==> src/hdl/sps_pkg.sv <==
// ----------------------------------------------------------------------------
// Stepper phase sequencer package
// Shared codes, reset values, coil tables and controller/datapath links.
// ----------------------------------------------------------------------------
package sps_pkg;

	// Operation codes of an input item.
	localparam logic [1:0] OP_TICK  = 2'd0;
	localparam logic [1:0] OP_START = 2'd1;
	localparam logic [1:0] OP_STOP  = 2'd2;

	// Configuration register indexes.
	localparam logic [1:0] REG_STEPS_PER_REV = 2'd0;
	localparam logic [1:0] REG_SPEED_RPM     = 2'd1;
	localparam logic [1:0] REG_HALF_STEP     = 2'd2;
	localparam logic [1:0] REG_FOUR_WIRE     = 2'd3;

	localparam int CFG_IDX_W  = 2;
	localparam int CFG_DATA_W = 12;

	localparam logic [11:0] SPR_RESET = 12'd200;

	// Milliseconds per minute, the dividend of the period computation.
	localparam int          QUO_W      = 16;
	localparam logic [15:0] MS_PER_MIN = 16'd60000;
	localparam int          DVSR_W     = 23;
	localparam int          ITER_W     = 4;

	function automatic logic [3:0] full4_coils(input logic [1:0] ph);
		logic [3:0] c;
		case (ph)
			2'd0:    c = 4'h5;
			2'd1:    c = 4'h6;
			2'd2:    c = 4'hA;
			default: c = 4'h9;
		endcase
		return c;
	endfunction

	function automatic logic [3:0] half4_coils(input logic [2:0] ph);
		logic [3:0] c;
		case (ph)
			3'd0:    c = 4'h5;
			3'd1:    c = 4'h4;
			3'd2:    c = 4'h6;
			3'd3:    c = 4'h2;
			3'd4:    c = 4'hA;
			3'd5:    c = 4'h8;
			3'd6:    c = 4'h9;
			default: c = 4'h1;
		endcase
		return c;
	endfunction

	function automatic logic [3:0] two_coils(input logic [1:0] ph);
		logic [3:0] c;
		case (ph)
			2'd0:    c = 4'h2;
			2'd1:    c = 4'h3;
			2'd2:    c = 4'h1;
			default: c = 4'h0;
		endcase
		return c;
	endfunction

	// Commands from the controller to the datapath.
	typedef struct packed {
		logic capture;   // latch the accepted item
		logic div_load;  // register divisor product, clear the divider
		logic div_step;  // one restoring division step
		logic apply;     // update motor state and load the result register
	} sps_cmd_t;

	// Status from the datapath to the controller.
	typedef struct packed {
		logic need_div;  // captured item is a start with nonzero speed
		logic div_last;  // the divider is on its final step
	} sps_sts_t;

endpackage

==> src/hdl/sps_in_if.sv <==
// ----------------------------------------------------------------------------
// Input item channel
// Valid/ready channel carrying one command item.
// ----------------------------------------------------------------------------
interface sps_in_if;
	logic        valid;
	logic        ready;
	logic [1:0]  operation;
	logic        backward;
	logic [15:0] step_count;

	modport source (output valid, operation, backward, step_count, input ready);
	modport sink   (input valid, operation, backward, step_count, output ready);
endinterface

==> src/hdl/sps_out_if.sv <==
// ----------------------------------------------------------------------------
// Result channel
// Valid/ready channel carrying one result item per input item.
// ----------------------------------------------------------------------------
interface sps_out_if;
	logic       valid;
	logic       ready;
	logic [3:0] coils;
	logic       busy_res;
	logic       stepped;

	modport source (output valid, coils, busy_res, stepped, input ready);
	modport sink   (input valid, coils, busy_res, stepped, output ready);
endinterface

==> src/hdl/sps_cfg_if.sv <==
// ----------------------------------------------------------------------------
// Configuration write channel
// Valid/ready channel carrying a register index and write data.
// ----------------------------------------------------------------------------
interface sps_cfg_if;
	logic        valid;
	logic        ready;
	logic [1:0]  index;
	logic [11:0] data;

	modport source (output valid, index, data, input ready);
	modport sink   (input valid, index, data, output ready);
endinterface

==> src/hdl/sps_ctrl.sv <==
// ----------------------------------------------------------------------------
// Stepper sequencer controller
// Sequences capture, period division and state update of one item.
// ----------------------------------------------------------------------------
module sps_ctrl
	import sps_pkg::*;
(
	input  logic     clk,
	input  logic     arst_n,
	input  logic     in_valid,
	output logic     in_ready,
	output logic     out_valid,
	input  logic     out_ready,
	input  sps_sts_t sts,
	output sps_cmd_t cmd
);

	localparam logic [1:0] S_IDLE = 2'd0;
	localparam logic [1:0] S_PREP = 2'd1;
	localparam logic [1:0] S_DIV  = 2'd2;
	localparam logic [1:0] S_EXEC = 2'd3;

	logic [1:0] state_q;
	logic [1:0] state_d;
	logic       out_valid_q;
	logic       slot_free;

	assign slot_free = !out_valid_q || out_ready;
	assign in_ready  = (state_q == S_IDLE);
	assign out_valid = out_valid_q;

	always_comb begin
		state_d = state_q;
		cmd     = '0;
		unique case (state_q)
			S_IDLE: begin
				if (in_valid) begin
					cmd.capture = 1'b1;
					state_d     = S_PREP;
				end
			end
			S_PREP: begin
				if (sts.need_div) begin
					cmd.div_load = 1'b1;
					state_d      = S_DIV;
				end else begin
					state_d = S_EXEC;
				end
			end
			S_DIV: begin
				cmd.div_step = 1'b1;
				if (sts.div_last) begin
					state_d = S_EXEC;
				end
			end
			S_EXEC: begin
				if (slot_free) begin
					cmd.apply = 1'b1;
					state_d   = S_IDLE;
				end
			end
			default: state_d = S_IDLE;
		endcase
	end

	always_ff @(posedge clk or negedge arst_n) begin
		if (!arst_n) begin
			state_q     <= S_IDLE;
			out_valid_q <= 1'b0;
		end else begin
			state_q <= state_d;
			if (cmd.apply) begin
				out_valid_q <= 1'b1;
			end else if (out_ready) begin
				out_valid_q <= 1'b0;
			end
		end
	end

endmodule

==> src/hdl/sps_dpath.sv <==
// ----------------------------------------------------------------------------
// Stepper sequencer datapath
// Configuration, restoring divider, phase and counter state, result register.
// ----------------------------------------------------------------------------
module sps_dpath
	import sps_pkg::*;
#(
	parameter int COUNT_BITS = 16
) (
	input  logic                  clk,
	input  logic                  arst_n,
	input  logic                  cfg_we,
	input  logic [CFG_IDX_W-1:0]  cfg_index,
	input  logic [CFG_DATA_W-1:0] cfg_data,
	input  logic [1:0]            operation,
	input  logic                  backward,
	input  logic [15:0]           step_count,
	input  sps_cmd_t              cmd,
	output sps_sts_t              sts,
	output logic [3:0]            coils,
	output logic                  busy_res,
	output logic                  stepped
);

	localparam logic [31:0] CMASK = 32'hFFFF_FFFF >> (32 - COUNT_BITS);

	// Configuration registers.
	logic [11:0] spr_q;
	logic [9:0]  speed_q;
	logic        half_q;
	logic        four_q;

	// Captured item.
	logic [1:0]  op_q;
	logic        back_q;
	logic [15:0] cnt_q;

	// Motor state.
	logic [2:0]            phase_q;
	logic [COUNT_BITS-1:0] steps_q;
	logic [COUNT_BITS-1:0] delay_q;
	logic [COUNT_BITS-1:0] period_q;
	logic                  mback_q;
	logic [3:0]            coil_q;

	// Divider.
	logic [DVSR_W-1:0] dvsr_q;
	logic [DVSR_W-1:0] rem_q;
	logic [QUO_W-1:0]  quo_q;
	logic [ITER_W-1:0] iter_q;

	logic              half_mode;
	logic [12:0]       div_base;
	logic [12:0]       div_eff;
	logic [DVSR_W-1:0] prod;
	logic [DVSR_W:0]   shifted;
	logic [DVSR_W+1:0] diff;

	assign half_mode = half_q && four_q;
	assign div_base  = (spr_q == '0) ? 13'd1 : {1'b0, spr_q};
	assign div_eff   = half_mode ? {div_base[11:0], 1'b0} : div_base;
	assign prod      = DVSR_W'(div_eff * speed_q);
	assign shifted   = {rem_q, quo_q[QUO_W-1]};
	assign diff      = {1'b0, shifted} - {2'b00, dvsr_q};

	assign sts.need_div = (op_q == OP_START) && (speed_q != '0);
	assign sts.div_last = (iter_q == '1);

	always_ff @(posedge clk or negedge arst_n) begin
		if (!arst_n) begin
			spr_q   <= SPR_RESET;
			speed_q <= '0;
			half_q  <= 1'b0;
			four_q  <= 1'b1;
		end else if (cfg_we) begin
			unique case (cfg_index)
				REG_STEPS_PER_REV: spr_q   <= cfg_data;
				REG_SPEED_RPM:     speed_q <= cfg_data[9:0];
				REG_HALF_STEP:     half_q  <= cfg_data[0];
				REG_FOUR_WIRE:     four_q  <= cfg_data[0];
				default:           ;
			endcase
		end
	end

	always_ff @(posedge clk) begin
		if (cmd.capture) begin
			op_q   <= operation;
			back_q <= backward;
			cnt_q  <= step_count;
		end
		if (cmd.div_load) begin
			dvsr_q <= prod;
			rem_q  <= '0;
			quo_q  <= MS_PER_MIN;
			iter_q <= '0;
		end else if (cmd.div_step) begin
			iter_q <= iter_q + 1'b1;
			if (!diff[DVSR_W+1]) begin
				rem_q <= diff[DVSR_W-1:0];
				quo_q <= {quo_q[QUO_W-2:0], 1'b1};
			end else begin
				rem_q <= shifted[DVSR_W-1:0];
				quo_q <= {quo_q[QUO_W-2:0], 1'b0};
			end
		end
	end

	// Next-state logic of one item.
	logic [COUNT_BITS-1:0] period_new;
	logic [COUNT_BITS-1:0] cnt_sat;
	logic                  dir_back;
	logic [2:0]            ph_raw;
	logic [2:0]            ph_step;
	logic [3:0]            coil_step;
	logic                  do_step;
	logic [2:0]            phase_d;
	logic [COUNT_BITS-1:0] steps_d;
	logic [COUNT_BITS-1:0] delay_d;
	logic [COUNT_BITS-1:0] period_d;
	logic                  mback_d;
	logic [3:0]            coil_d;

	assign period_new = (32'(quo_q) > CMASK) ? CMASK[COUNT_BITS-1:0] : COUNT_BITS'(quo_q);
	assign cnt_sat    = (32'(cnt_q) > CMASK) ? CMASK[COUNT_BITS-1:0] : COUNT_BITS'(cnt_q);
	assign dir_back   = (op_q == OP_START) ? back_q : mback_q;
	assign ph_raw     = dir_back ? (phase_q - 3'd1) : (phase_q + 3'd1);
	assign ph_step    = half_mode ? ph_raw : {1'b0, ph_raw[1:0]};

	always_comb begin
		if (!four_q) begin
			coil_step = two_coils(ph_step[1:0]);
		end else if (half_mode) begin
			coil_step = half4_coils(ph_step);
		end else begin
			coil_step = full4_coils(ph_step[1:0]);
		end
	end

	always_comb begin
		do_step  = 1'b0;
		steps_d  = steps_q;
		delay_d  = delay_q;
		period_d = period_q;
		mback_d  = mback_q;
		coil_d   = coil_q;
		case (op_q)
			OP_START: begin
				if (speed_q != '0) begin
					period_d = period_new;
					mback_d  = back_q;
					if (cnt_sat != '0) begin
						do_step = 1'b1;
						steps_d = cnt_sat - 1'b1;
						delay_d = period_new;
					end else begin
						steps_d = '0;
						delay_d = '0;
					end
				end
			end
			OP_TICK: begin
				if (steps_q != '0) begin
					if (delay_q <= COUNT_BITS'(1)) begin
						do_step = 1'b1;
						steps_d = steps_q - 1'b1;
						delay_d = period_q;
					end else begin
						delay_d = delay_q - 1'b1;
					end
				end
			end
			OP_STOP: begin
				coil_d  = '0;
				steps_d = '0;
				delay_d = '0;
			end
			default: ;
		endcase
		phase_d = do_step ? ph_step : phase_q;
		if (do_step) begin
			coil_d = coil_step;
		end
	end

	always_ff @(posedge clk or negedge arst_n) begin
		if (!arst_n) begin
			phase_q  <= '0;
			steps_q  <= '0;
			delay_q  <= '0;
			period_q <= '0;
			mback_q  <= 1'b0;
			coil_q   <= '0;
		end else if (cmd.apply) begin
			phase_q  <= phase_d;
			steps_q  <= steps_d;
			delay_q  <= delay_d;
			period_q <= period_d;
			mback_q  <= mback_d;
			coil_q   <= coil_d;
		end
	end

	// Result register.
	always_ff @(posedge clk) begin
		if (cmd.apply) begin
			coils    <= coil_d;
			busy_res <= (steps_d != '0);
			stepped  <= do_step;
		end
	end

endmodule

==> src/hdl/stepper_phase_sequencer_core.sv <==
// ----------------------------------------------------------------------------
// Stepper phase sequencer core
// Full-step and half-step coil sequencer for four-wire and two-wire steppers.
// ----------------------------------------------------------------------------
// A tick, a stop or a start with zero speed goes from its transfer through
// the prepare and execute states to the result register; a start with
// nonzero speed also runs the bit-serial period divider, which forms the 16
// quotient bits one per step. One item is in work at a time, so no new item
// is taken until the last one has loaded its result, and a waiting result
// holds the execute state. Reset clears the phase, counters and coils and
// loads the register defaults; there is no clearing pass, items flow at once.
// ----------------------------------------------------------------------------
module stepper_phase_sequencer_core
	import sps_pkg::*;
#(
	parameter int COUNT_BITS = 16
) (
	input logic    clk,
	input logic    arst_n,
	sps_in_if.sink   in_ch,
	sps_out_if.source out_ch,
	sps_cfg_if.sink  cfg
);

	sps_cmd_t cmd;
	sps_sts_t sts;

	// Configuration writes land directly in the datapath registers; the port never stalls.
	// The user must issue them only while the block is idle; the block does not enforce it.
	assign cfg.ready = 1'b1;

	// The controller owns both handshakes: it takes an item in its idle state,
	// walks it through the divider when a start needs a new period, and loads
	// the result register once that register is free. The result register
	// lets the next item be taken while a result waits, but that item then
	// holds in the execute state until the waiting result is taken.
	sps_ctrl u_ctrl (
		.clk       (clk),
		.arst_n    (arst_n),
		.in_valid  (in_ch.valid),
		.in_ready  (in_ch.ready),
		.out_valid (out_ch.valid),
		.out_ready (out_ch.ready),
		.sts       (sts),
		.cmd       (cmd)
	);

	// The datapath forms the period as 60000 divided by the product of the
	// effective steps per revolution and the speed, which equals the two
	// successive integer divisions of the motor formula. Phase, step and delay
	// counters and the coil pattern are updated together when an item is applied.
	sps_dpath #(
		.COUNT_BITS (COUNT_BITS)
	) u_dpath (
		.clk        (clk),
		.arst_n     (arst_n),
		.cfg_we     (cfg.valid),
		.cfg_index  (cfg.index),
		.cfg_data   (cfg.data),
		.operation  (in_ch.operation),
		.backward   (in_ch.backward),
		.step_count (in_ch.step_count),
		.cmd        (cmd),
		.sts        (sts),
		.coils      (out_ch.coils),
		.busy_res   (out_ch.busy_res),
		.stepped    (out_ch.stepped)
	);

endmodule
==> src/flat_wrapper.sv <==
// flat-port wrapper written by rule: the top's interface ports become plain ports
module stepper_phase_sequencer_core_flat import sps_pkg::*;
#(
	parameter int COUNT_BITS = 16
)
  (clk, arst_n, in_ch_valid, in_ch_operation, in_ch_backward, in_ch_step_count, in_ch_ready, out_ch_valid, out_ch_coils, out_ch_busy_res, out_ch_stepped, out_ch_ready, cfg_valid, cfg_index, cfg_data, cfg_ready);
  sps_in_if in_ch_i ();
  sps_out_if out_ch_i ();
  sps_cfg_if cfg_i ();
  input logic clk;
  input logic arst_n;
  input wire logic [$bits(in_ch_i.valid)-1:0] in_ch_valid;
  input wire logic [$bits(in_ch_i.operation)-1:0] in_ch_operation;
  input wire logic [$bits(in_ch_i.backward)-1:0] in_ch_backward;
  input wire logic [$bits(in_ch_i.step_count)-1:0] in_ch_step_count;
  output wire logic [$bits(in_ch_i.ready)-1:0] in_ch_ready;
  output wire logic [$bits(out_ch_i.valid)-1:0] out_ch_valid;
  output wire logic [$bits(out_ch_i.coils)-1:0] out_ch_coils;
  output wire logic [$bits(out_ch_i.busy_res)-1:0] out_ch_busy_res;
  output wire logic [$bits(out_ch_i.stepped)-1:0] out_ch_stepped;
  input wire logic [$bits(out_ch_i.ready)-1:0] out_ch_ready;
  input wire logic [$bits(cfg_i.valid)-1:0] cfg_valid;
  input wire logic [$bits(cfg_i.index)-1:0] cfg_index;
  input wire logic [$bits(cfg_i.data)-1:0] cfg_data;
  output wire logic [$bits(cfg_i.ready)-1:0] cfg_ready;
  assign in_ch_i.valid = in_ch_valid;
  assign in_ch_i.operation = in_ch_operation;
  assign in_ch_i.backward = in_ch_backward;
  assign in_ch_i.step_count = in_ch_step_count;
  assign in_ch_ready = in_ch_i.ready;
  assign out_ch_valid = out_ch_i.valid;
  assign out_ch_coils = out_ch_i.coils;
  assign out_ch_busy_res = out_ch_i.busy_res;
  assign out_ch_stepped = out_ch_i.stepped;
  assign out_ch_i.ready = out_ch_ready;
  assign cfg_i.valid = cfg_valid;
  assign cfg_i.index = cfg_index;
  assign cfg_i.data = cfg_data;
  assign cfg_ready = cfg_i.ready;
  stepper_phase_sequencer_core #(.COUNT_BITS(COUNT_BITS)) u_core (.clk(clk), .arst_n(arst_n), .in_ch(in_ch_i), .out_ch(out_ch_i), .cfg(cfg_i));
endmodule
==> config.mk <==
export PLATFORM = sky130hd
export DESIGN_NAME = stepper_phase_sequencer_core_flat
export DESIGN_NICKNAME = d
export VERILOG_FILES = /design/src/hdl/sps_pkg.sv /design/src/hdl/sps_in_if.sv /design/src/hdl/sps_out_if.sv /design/src/hdl/sps_cfg_if.sv /design/src/hdl/sps_ctrl.sv /design/src/hdl/sps_dpath.sv /design/src/hdl/stepper_phase_sequencer_core.sv /design/src/flat_wrapper.sv
export SDC_FILE = /design/constraint.sdc
export NUM_CORES = 1
export LEC_CHECK = 0
export BUFFER_PORTS_ARGS = -buffer_cell sky130_fd_sc_hd__buf_2
export CAP_MARGIN = 30
export CORE_MARGIN = 2
export CORE_UTILIZATION = 67
export CTS_BUF_LIST = sky130_fd_sc_hd__clkbuf_4 sky130_fd_sc_hd__clkbuf_8
export DETAILED_ROUTE_END_ITERATION = 10
export PLACE_DENSITY = 0.94
export SLEW_MARGIN = 10
export SYNTH_ARGS = -nofsm -noshare
export SYNTH_HDL_FRONTEND = slang
export SYNTH_SLANG_ARGS = --single-unit
==> constraint.sdc <==
create_clock -name clk -period 16 [get_ports clk]
set_clock_uncertainty 0.1 [all_clocks]
set_input_delay 0.8 -clock clk [delete_from_list [all_inputs] [get_ports clk]]
set_output_delay 0.8 -clock clk [all_outputs]
set_load 0.1 [all_outputs]
== Yosys cells after proc, flatten, opt, wreduce, memory -nomap -nowiden ==
Index checks and enable logic that the tools add are counted.

* Memories: 0
* Output and inout port bits: 9
* Memory bits (read-only): 0
* Memory bits (writable): 0
* Input bits: 38
* Latch bits: 0
* Flip-flop bits (word level): 174
* Word-level logic and storage cells: 120

* Add/subtract/negate cells: 7
* Equal/unequal tests: 22
* Div/mod/pow operators: 0
* Multipliers: 1
* Reductions and logical operators: 24
* Shift operators: 0
* Multiplexer cells: 43
* Bitwise logic cells: 0
* Magnitude comparators: 1

{| class="wikitable"
|+ Operators by type and width
! operator !! count
|-
| $mux 16 || 8
|-
| $pmux 16 s3 || 2
|-
| $reduce_bool 16->1 || 3
|-
| $sub 16x1->16 const B || 3
|-
| $pmux 4 s7 || 1
|-
| $sub 24x23->25 || 1
|-
| $mul 13x10->23 || 1
|-
| $mux 23 || 1
|-
| $le 16x1->1 const B || 1
|-
| $mux 1 || 16
|-
| $mux 4 || 4
|-
| $mux 13 || 1
|-
| $eq 2x2->1 const B || 6
|-
| $logic_not 12->1 || 1
|-
| $mux 12 || 1
|-
| $pmux 4 s3 || 1
|-
| $reduce_and 2->1 || 5
|-
| $reduce_bool 10->1 || 1
|-
| $eq 3x3->1 const B || 3
|-
| $eq 2x1->1 const B || 4
|-
| $logic_not 2->1 || 4
|-
| $pmux 2 s4 || 1
|-
| $eq 3x2->1 const B || 2
|-
| $mux 2 || 3
|-
| other kinds (18) || 24
|}

== Depth between registers and ports, before layout ==
Gate-level depths: netlist (run 1).

* Word-level depth: 9
* Mapped depth: 25
* Gate-level depth less buffers: 23

== Hierarchy ==
From an unflattened synthesis (run 1), not the netlist that was laid out.

* Cells, all modules: 1,452
* Area, all modules: 13,666.9 sq um

{| class="wikitable"
|+ Modules (own cells, without submodules)
! module !! times used !! cells each !! area each (sq um) !! seq. area each (sq um)
|-
| sps_dpath || 1 || 1,428 || 13,405.4 || 4,309.1
|-
| sps_ctrl || 1 || 22 || 250.2 || 75.1
|-
| stepper_phase_sequencer_core || 1 || 2 || 11.3 || 0.0
|}

== Worst setup path before layout (run 1) ==
Ideal clock, no wire load.

* Path kind: flip-flop to flip-flop
* Start point: register u_core.u_dpath.four_q
* End point: register u_core.u_dpath.dvsr_q[20], data pin
* Library setup time: 0.258 ns
* Stages on the path, launching flop included: 26
* Setup slack: 9.412 ns
* Data arrival time: 6.231 ns
* Data required time: 15.642 ns
* Path buffers: 2
* Cells stage by stage: dfstp_2 -> clkbuf_1 -> and2_1 -> clkbuf_1 -> nand2_1 -> nand2_1 -> nand2_1 -> fa_1 -> inv_1 -> fa_1 -> inv_1 -> fa_1 -> inv_1 -> fa_1 -> inv_1 -> fa_1 -> inv_1 -> ha_1 -> or2_2 -> a21oi_1 -> nor4_1 -> or2_2 -> o41a_1 -> a41oi_1 -> nor2b_1 -> xnor2_1

* Longest elaborated chain between the ends: 3

{| class="wikitable"
|+ Ends and longest elaborated chain
! what !! line !! RTL
|-
| from (decl) || sps_dpath.sv:31 || <nowiki>logic four_q;</nowiki>
|-
| from (signal assigned) || sps_dpath.sv:80 || <nowiki>REG_FOUR_WIRE: four_q <= cfg_data[0];</nowiki>
|-
| $logic_and 1x1->1 || sps_dpath.sv:59 || <nowiki>assign half_mode = half_q && four_q;</nowiki>
|-
| $mux 13 || sps_dpath.sv:61 || <nowiki>assign div_eff = half_mode ? {div_base[11:0], 1'b0} : div_base;</nowiki>
|-
| $mul 13x10->23 || sps_dpath.sv:62 || <nowiki>assign prod = DVSR_W'(div_eff * speed_q);</nowiki>
|-
| net u_core.u_dpath.prod[20] || sps_dpath.sv:55 || <nowiki>logic [DVSR_W-1:0] prod;</nowiki>
|-
| to (signal assigned) || sps_dpath.sv:93 || <nowiki>dvsr_q <= prod;</nowiki>
|-
| to (decl) || sps_dpath.sv:47 || <nowiki>logic [DVSR_W-1:0] dvsr_q;</nowiki>
|}

The timed path passes the listed nets, and every way through them passes these cells.
A chain may end at the register's enable or synchronous reset.

== Final worst setup path (run 1) ==
* Start point: register u_core.u_dpath.four_q
* End point: register u_core.u_dpath.dvsr_q[22], data pin

Same word-level chain as after synthesis.

==> results of run 1 <==
==> sequential cells by signal, summed over array words and instances (netlist names), 2 cells and up <==
register / count
u_core.u_dpath.op_q: 2
u_core.u_ctrl.state_q: 2
u_core.u_dpath.period_new: 16
u_core.u_dpath.steps_q: 16
u_core.u_dpath.period_q: 16
u_core.u_dpath.coil_q: 4
u_core.u_dpath.iter_q: 4
u_core.u_dpath.coils: 4
u_core.u_dpath.phase_q: 3
u_core.u_dpath.delay_q: 16
u_core.u_dpath.spr_q: 12
u_core.u_dpath.rem_q: 23
u_core.u_dpath.speed_q: 10
u_core.u_dpath.cnt_q: 16
u_core.u_dpath.dvsr_q: 23
==> critical path, delay by kind of cell, from the launching register on <==
family	cells	cell delay [ns]
AO/OA/AOI/OAI	5	2.15
XOR/XNOR	1	0.14
adder cells (fa/ha/maj)	6	2.80
buffers and inverters	4	0.22
flip-flops	1	0.62
AND/OR/NAND/NOR	4	1.03
==> worst max-delay path by stage <==
| stage | cells after the start | endpoint | startpoint | slack (ns) |
|---|---|---|---|---|
| floorplan | 25 | u_core.u_dpath.dvsr_q[20]$_DFFE_PP_ | u_core.u_dpath.four_q$_DFFE_PN1P_ | 9.41 |
| global placement | 21 | u_core.u_dpath.dvsr_q[20]$_DFFE_PP_ | u_core.u_dpath.four_q$_DFFE_PN1P_ | 9.13 |
| detailed placement | 19 | u_core.u_dpath.dvsr_q[20]$_DFFE_PP_ | u_core.u_dpath.four_q$_DFFE_PN1P_ | 8.77 |
| CTS | 20 | u_core.u_dpath.dvsr_q[20]$_DFFE_PP_ | u_core.u_dpath.four_q$_DFFE_PN1P_ | 8.74 |
| global route | 20 | u_core.u_dpath.dvsr_q[20]$_DFFE_PP_ | u_core.u_dpath.four_q$_DFFE_PN1P_ | 8.27 |
| finish | 20 | u_core.u_dpath.dvsr_q[22]$_DFFE_PP_ | u_core.u_dpath.four_q$_DFFE_PN1P_ | 8.66 |
==> metal layers <==
| metal | vias to the layer above | part of all wire | track usage |
|---|---|---|---|
| met4 | 0 | 0.033 | 0.1111 |
| li1 | 5198 | - | - |
| met2 | 658 | 0.49 | 0.5409 |
| met5 | - | 0 | 0 |
| met1 | 5490 | 0.39 | 0.3986 |
| met3 | 150 | 0.090 | 0.06543 |
==> placed cells by master (no fill, tap or decap), types with 10 or more instances in the layout <==
cell type	n
a211oi_1	16
a21o_1	15
a21oi_1	96
a31oi_1	12
and2_1	64
buf_2	44
buf_4	13
clkbuf_8	17
dfrtp_1	79
dfxtp_1	43
edfxtp_1	48
fa_1	88
ha_1	95
inv_1	130
mux2_2	46
mux2i_1	23
nand2_1	167
nand2b_1	12
nand3_1	26
nor2_1	102
nor2b_1	15
nor3_1	34
nor4_1	15
o21a_1	10
o21ai_0	79
or3_1	21
xnor2_1	43
xor2_1	30
==> metrics by stage <==
step,hold WS (ns),util
floorplan,0.3505,-
global placement,0.3680,0.7022
detailed placement,0.3939,0.7035
CTS,0.1116,0.7227
global route,0.1142,0.7227
finish,0.1107,0.7227
==> Yosys cell counts, types with 4 or more instances <==
library cell  number
a2111oi_0          5
fa_1              88
and3_1             7
a221oi_1           4
buf_2              5
a21oi_1           96
or4_1              5
ha_1              96
nor2_1           102
nand3b_1           4
o221ai_1           4
nor2b_1           15
nand3_1           26
a31oi_1           12
o21bai_1           4
mux2i_1           23
nor3b_1            5
xnor2_1           43
a21o_1            15
dfstp_2            4
edfxtp_1          48
a211oi_1          16
inv_1            130
o31ai_1            7
nand2_1          167
or3_1             21
o21a_1            10
dfxtp_1           43
or2_2              4
dfrtp_1           79
o211ai_1           9
o22ai_1            9
mux2_2            46
nand2b_1          12
xor2_1            30
a41oi_1            6
o21ai_0           79
nor3_1            34
clkbuf_1          52
and4_1             4
and2_1            64
nor4_1            15
==> final cells by class <==
class / instances / area [µm²] / area share
Clock buffer: 18 / 241.5 / 0.01651
Timing Repair Buffer: 59 / 344.1 / 0.02353
Sequential cell: 174 / 4384 / 0.2998
Multi-Input combinational cell: 1128 / 8670 / 0.5929
Clock inverter: 14 / 146.4 / 0.01001
Tap cell: 270 / 337.8 / 0.02310
Inverter: 133 / 499.2 / 0.03414
==> cell families after synthesis <==
family,count (synthesis),share of synthesized area
and+or+nand+nor,497,0.1744
AOI/OAI and AO/OA,304,0.1371
buffers and inverters,197,0.05638
adders and majority gates,184,0.2143
DFF,174,0.3171
xor gates and xnor gates,73,0.04625
muxes,69,0.05412
other,1,0.0002713
==> metrics list, run 1 <==
- The number of global-route vias before repair is 11560.
- Routed via count divided by cell count: 6.401
- For flop-to-flop paths, the worst setup slack is 8.66 ns.
- For this block, the initial DRC count from the detailed router was 1303.
* Share of the synthesized area in the top cell type: 0.1430
* Layout area overhead: 5.774%
* Total Negative Setup Slacks: 0 ns
- The worst register-to-register path has a depth of 20.
* Total global routing overflow: 0
- Average wire per cell in the routed design: 18.60 µm
- Critical Path AT: 7.48 ns
* Synth Flop Type: dfrtp_1
* Netlist area before placement: 13820 µm²
- In the finished design, the share of the clock period the worst path needs comes to 0.4589.
- For the worst setup path, the data required time is 16.14 ns.
- The floorplan has 52 rows.
- Filler-free cell count of the finished design: 1796
- Setup repair after global routing missed its margin: false
- Hold Crit Class: input port to async pin
* Tightest Pin Transition: 0.9526 ns
* Area of the core region: 20230 µm²
- Total Routed Length: 33.40 mm
* Number of ports placed on the die boundary: 47
* Upper clock frequency limit: 0.1362 GHz
- Count of H-tree levels built during CTS: 4
- Placed insts: 1764
- Routability-driven placement finished with a final weighted congestion of 0.9620.
- After synthesis, the netlist uses 75 different library cells.
* Minimum clock period: 7.343 ns
- Buffers inserted to repair hold after CTS numbered 0.
- Fill cells in the final layout number 1285.
- Along the worst path, the maximum fanout reaches 16.
* Number of endpoints with negative hold slack in the final report: 0
- STA classifies the critical path endpoint as a register.
- Diode count: 0
- Final antenna-violating net count: 0
- After clock tree synthesis, the clock-pin slew on the worst setup and hold paths is 0.10 ns.
- Synthesized flop and latch total: 174
* First-pass DRT Iterations: 8
- The worst pin sits at a relative slew slack of 0.3632.
- In this run the mean area of a mapped cell was 9.222 µm².
* Number of synthesis warnings: 0
- Worst-case setup margin in the final layout: 8.657 ns
- Final HPWL DP: 24.28 mm
* Number of clock sinks: 174
- Pin count of the biggest net entering global routing: 68
- With fillers left out, the area of the finished cells amounts to 14620 µm².
* Number of flops mapped to enable cells by yosys: 48
- Across every metal layer, demand over resource in global routing totals 0.3153.
* TritonCTS clock tree: done
- After detailed routing, the number of remaining DRC violations is 0.
* Buffer depth of the longest clock path: 2
- Max-cap violations in this run came to 0.
- Count of instances resized after the clock tree is built: 0
- The initial utilization of the core area, before any placement, comes to 0.6832.
- During placement, the flow inserted port buffers numbering 45.
- Post-layout nets: 1735
- Share of final-layout standard cells stronger than drive strength 1: 0.1048
- Crit path cell chain: nand2_1 -> a21oi_1 -> nor2b_1 -> fa_1 -> fa_1 -> inv_1 -> fa_1 -> inv_1 -> fa_1 -> inv_1 -> fa_1 -> inv_1 -> ha_1 -> a2111oi_0 -> nor4_1 -> or2_2 -> o41a_1 -> a41oi_1 -> a21oi_1 -> xnor2_1
* Critical path start-end classification: register to register
* Slew Limit Fails: 0
- The slowest stage of the critical path belongs to the cell a21oi_1.
* Clock latency on the worst-skew pair: 0.49 ns
* Delay of the slowest critical-path stage: 0.83 ns
- The endpoint identified for the worst register-to-register timing path is u_core.u_dpath.dvsr_q[22]$_DFFE_PP_.
- Result of the run: finished clean
- Number of clock buffers inserted by TritonCTS: 17
* Width of the die: 147.6 µm
* Placed Area: 14230 µm²
- The number of antenna violations at the first check in global routing was 0.
- Detailed routing inserted a total of 11500 vias.
- Prior to clock tree synthesis, the placed netlist has a worst setup slack of 8.771 ns.
- Yosys attributes the largest share of cell area to dfrtp_1, fa_1, edfxtp_1.
* Share of synthesized area occupied by flip-flops and latches: 0.3171
- Count of endpoints failing setup in the final report: 0
* Reg2reg start: u_core.u_dpath.four_q$_DFFE_PN1P_
- Async set-reset flop share out of synthesis: 0.4770
- The die covers 21800 µm².
- Startpoint kind of the worst setup timing path: register
- The die is 147.6 µm tall.
- By instance count, the cell type seen most on the critical path is fa_1.
* First-pass GRT wire length: 55.30 mm
* Setup bufs post-CTS: 0
* Cell accounting for the most synthesized area: dfrtp_1
- Post-Synthesis Cells: 1499
- The root buffer cell chosen for the clock tree is clkbuf_8.
- The number of nets handed over by synthesis was 1721.
Power of run 1 is left out: the tool's default activity adds up to more than one toggle a clock period on the data nets, which glitch-free logic cannot reach.
==> run 2, diff against run 1 <==
Settings changed: CORE_UTILIZATION 67 to 59, PLACE_DENSITY 0.94 to 0.88.
Clock period 16 ns to 6.5 ns, I/O delays scaled along.
==> run 2 against run 1 <==
Against the previous run: first-iteration DRC count down 16%; die area up 13%; critical path depth grew 2; count of clock-buffer cells in the layout is the same; non-clock buffer count increased by 61; global-route usage down 2.9 points; core utilization decreased by 5.9 points; sequential share of layout area is 1.6 points lower; via count is 1.4% higher; critical endpoint unchanged.
==> metrics list, run 2 (same netlist as run 1, synthesis figures left out) <==
- For flop-to-flop paths, the worst setup slack is 0.06 ns.
- Total GRT Usage: 0.2867
* Reported max-cap violation count: 0
* Number of cell rows: 56
- Of the cells placed in the final design, the portion with a size suffix greater than 1 is 0.1386.
* Delay of the slowest critical-path stage: 0.60 ns
- In the routed design, unresolved DRC markers number 0.
- Critical Path AT: 6.57 ns
- The clock reaches the later pin of the worst-skew pair after 0.49 ns.
* Tightest Pin Transition: 0.9998 ns
* Pin count of the biggest net entering global routing: 68
* Minimum clock period: 6.439 ns
- Crit path cell chain: nor4_2 -> a31oi_1 -> nor2_1 -> a21oi_4 -> nor2b_2 -> fa_1 -> fa_1 -> ha_1 -> fa_1 -> inv_1 -> fa_1 -> inv_1 -> ha_1 -> o21a_1 -> a2111oi_4 -> buf_4 -> nor4_2 -> or2_2 -> o41a_1 -> a41oi_2 -> a21oi_1 -> xnor2_1
- TritonCTS built the clock tree.
- Diode count: 0
- Highest-count cells in the layout ignoring fill and taps: nand2_1, inv_1, nor2_1, a21oi_1, ha_1
* Area of the core region: 23260 µm²
- The cell that appears most often on the critical path is fa_1.
- The detailed router placed 11650 vias in this run.
* Average wire per cell in the routed design: 18.53 µm
- Port buffering added 45 buffers.
- Result of the run: finished clean
- Post-layout nets: 1796
- Final antenna-violating net count: 0
- Routed via count divided by cell count: 6.114
* Max-slew headroom: 0.3335
* Root buffer cell: clkbuf_8
- For this design the top-level I/O count stands at 47.
* Count of endpoints failing setup in the final report: 0
- The longest clock path from root to sink contains 2 buffers.
- Leading registers by flop count: u_core.u_dpath.dvsr_q (23), u_core.u_dpath.rem_q (23)
- Layout area overhead: 11.59%
* Startpoint kind of the worst setup timing path: register
- For the worst setup path, the data required time is 6.63 ns.
* Area of the die: 24670 µm²
* Commonest non-fill, non-tap cell in the layout: nand2_1
* Placed insts: 1836
* Effective utilization at floorplan: 0.5943
* Number of clock sinks: 174
* Critical Path Sink Type: register
- The number of global-route vias before repair came to 11670.
- The first global-routing pass estimated 56.68 mm of wire.
- The H-tree was split into 4 levels.
- Width of the die: 157.1 µm
- Adding up every negative setup slack in the final design gives 0 ns.
* Weighted congestion reported at the end of routability-driven placement: 0.9785
* Upper clock frequency limit: 0.1553 GHz
- Excluding fillers, the count of instances in the completed layout stands at 1906.
- By startpoint and endpoint, the worst setup path is classified as register to register.
- For this design, the slowest cell found on the critical path is dfstp_2.
- Once layout is complete, the utilization of the core stands at 0.6632.
- Maximum fanout along the worst path: 5
- The number of hold violations in the final report is 0.
- Number of clock buffers inserted by TritonCTS: 17
* Final HPWL DP: 24.43 mm
* Hold Crit Class: input port to register
* Slew Limit Fails: 0
* Portion of the clock cycle consumed by the worst path in the final layout: 0.9906
* Die Height: 157.1 µm
* Iter 0 DRT Violations: 1095
- First-pass DRT Iterations: 6
- Clock transition time at the flip-flop clock pins of the worst setup and hold paths: 0.11 ns
- Total global routing overflow: 0
- Total Routed Length: 35.32 mm
- The number of antenna violations at the first check in global routing was 0.
==> run 2: per-layer routing <==
layer  share of wire  up-vias  global-route usage
li1                -     5314                   -
met1            0.41     5669              0.3684
met2            0.49      556              0.4906
met3           0.075      115             0.06167
met4           0.030        0             0.08225
met5               0        -                   0
==> run 2: stage by stage <==
step           hold slack, ns  area, µm²  setup WS [ns]
5_1_grt               0.05747      15430        -0.1045
6_report              0.03257      15430        0.06107
3_3_place_gp           0.2077      14450        0.03539
2_1_floorplan        -0.07059      13830       0.006087
4_1_cts              0.001526      15200       0.007990
3_5_place_dp           0.2098      14480        -0.2003
==> run 2: worst max-delay path, delay by kind of cell, from the launching register on <==
kind	cells	cell delay, ns
compound gates	7	1.74
flops	1	0.60
xor+xnor	1	0.15
buf+inv	3	0.28
simple gates	5	0.65
fa+ha+maj	6	2.69
==> run 2: path summary, 6_finish.rpt <==
kind	startpoint	end	cells past startpoint
max in group asynchronous	arst_n	u_core.u_dpath.spr_q[8]$_DFFE_PN0P_	3
worst min-delay path	out_ch_ready	u_core.u_ctrl.out_valid$_DFFE_PN0P_	3
worst min register to register	u_core.u_dpath.period_q[15]$_DFFE_PN0P_	u_core.u_dpath.period_q[15]$_DFFE_PN0P_	2
worst max register to register	u_core.u_dpath.spr_q[7]$_DFFE_PN1P_	u_core.u_dpath.dvsr_q[22]$_DFFE_PP_	22
worst max-delay path	u_core.u_dpath.spr_q[7]$_DFFE_PN1P_	u_core.u_dpath.dvsr_q[22]$_DFFE_PP_	22
min in group asynchronous	arst_n	u_core.u_dpath.period_q[13]$_DFFE_PN0P_	2
==> run 2: final cells by class <==
class	instances	area, µm²
multi-input cells	1128	8856
fillers	1745	7835
flip-flops and latches	174	4384
repair buffers	120	899.6
inverters	133	499.2
well taps	319	399.1
clock buffers	18	241.5
clock inverters	14	147.6
==> run 2: what timing repair did <==
action                     in CTS  in global routing
hold buffers                   30                  1
pin swaps                       1                 16
setup buffers                   1                  6
hold endpoints to repair       66                  1
resized for setup              10                 34
setup endpoints to repair       4                  6
Power of run 2 is left out for the same reason.
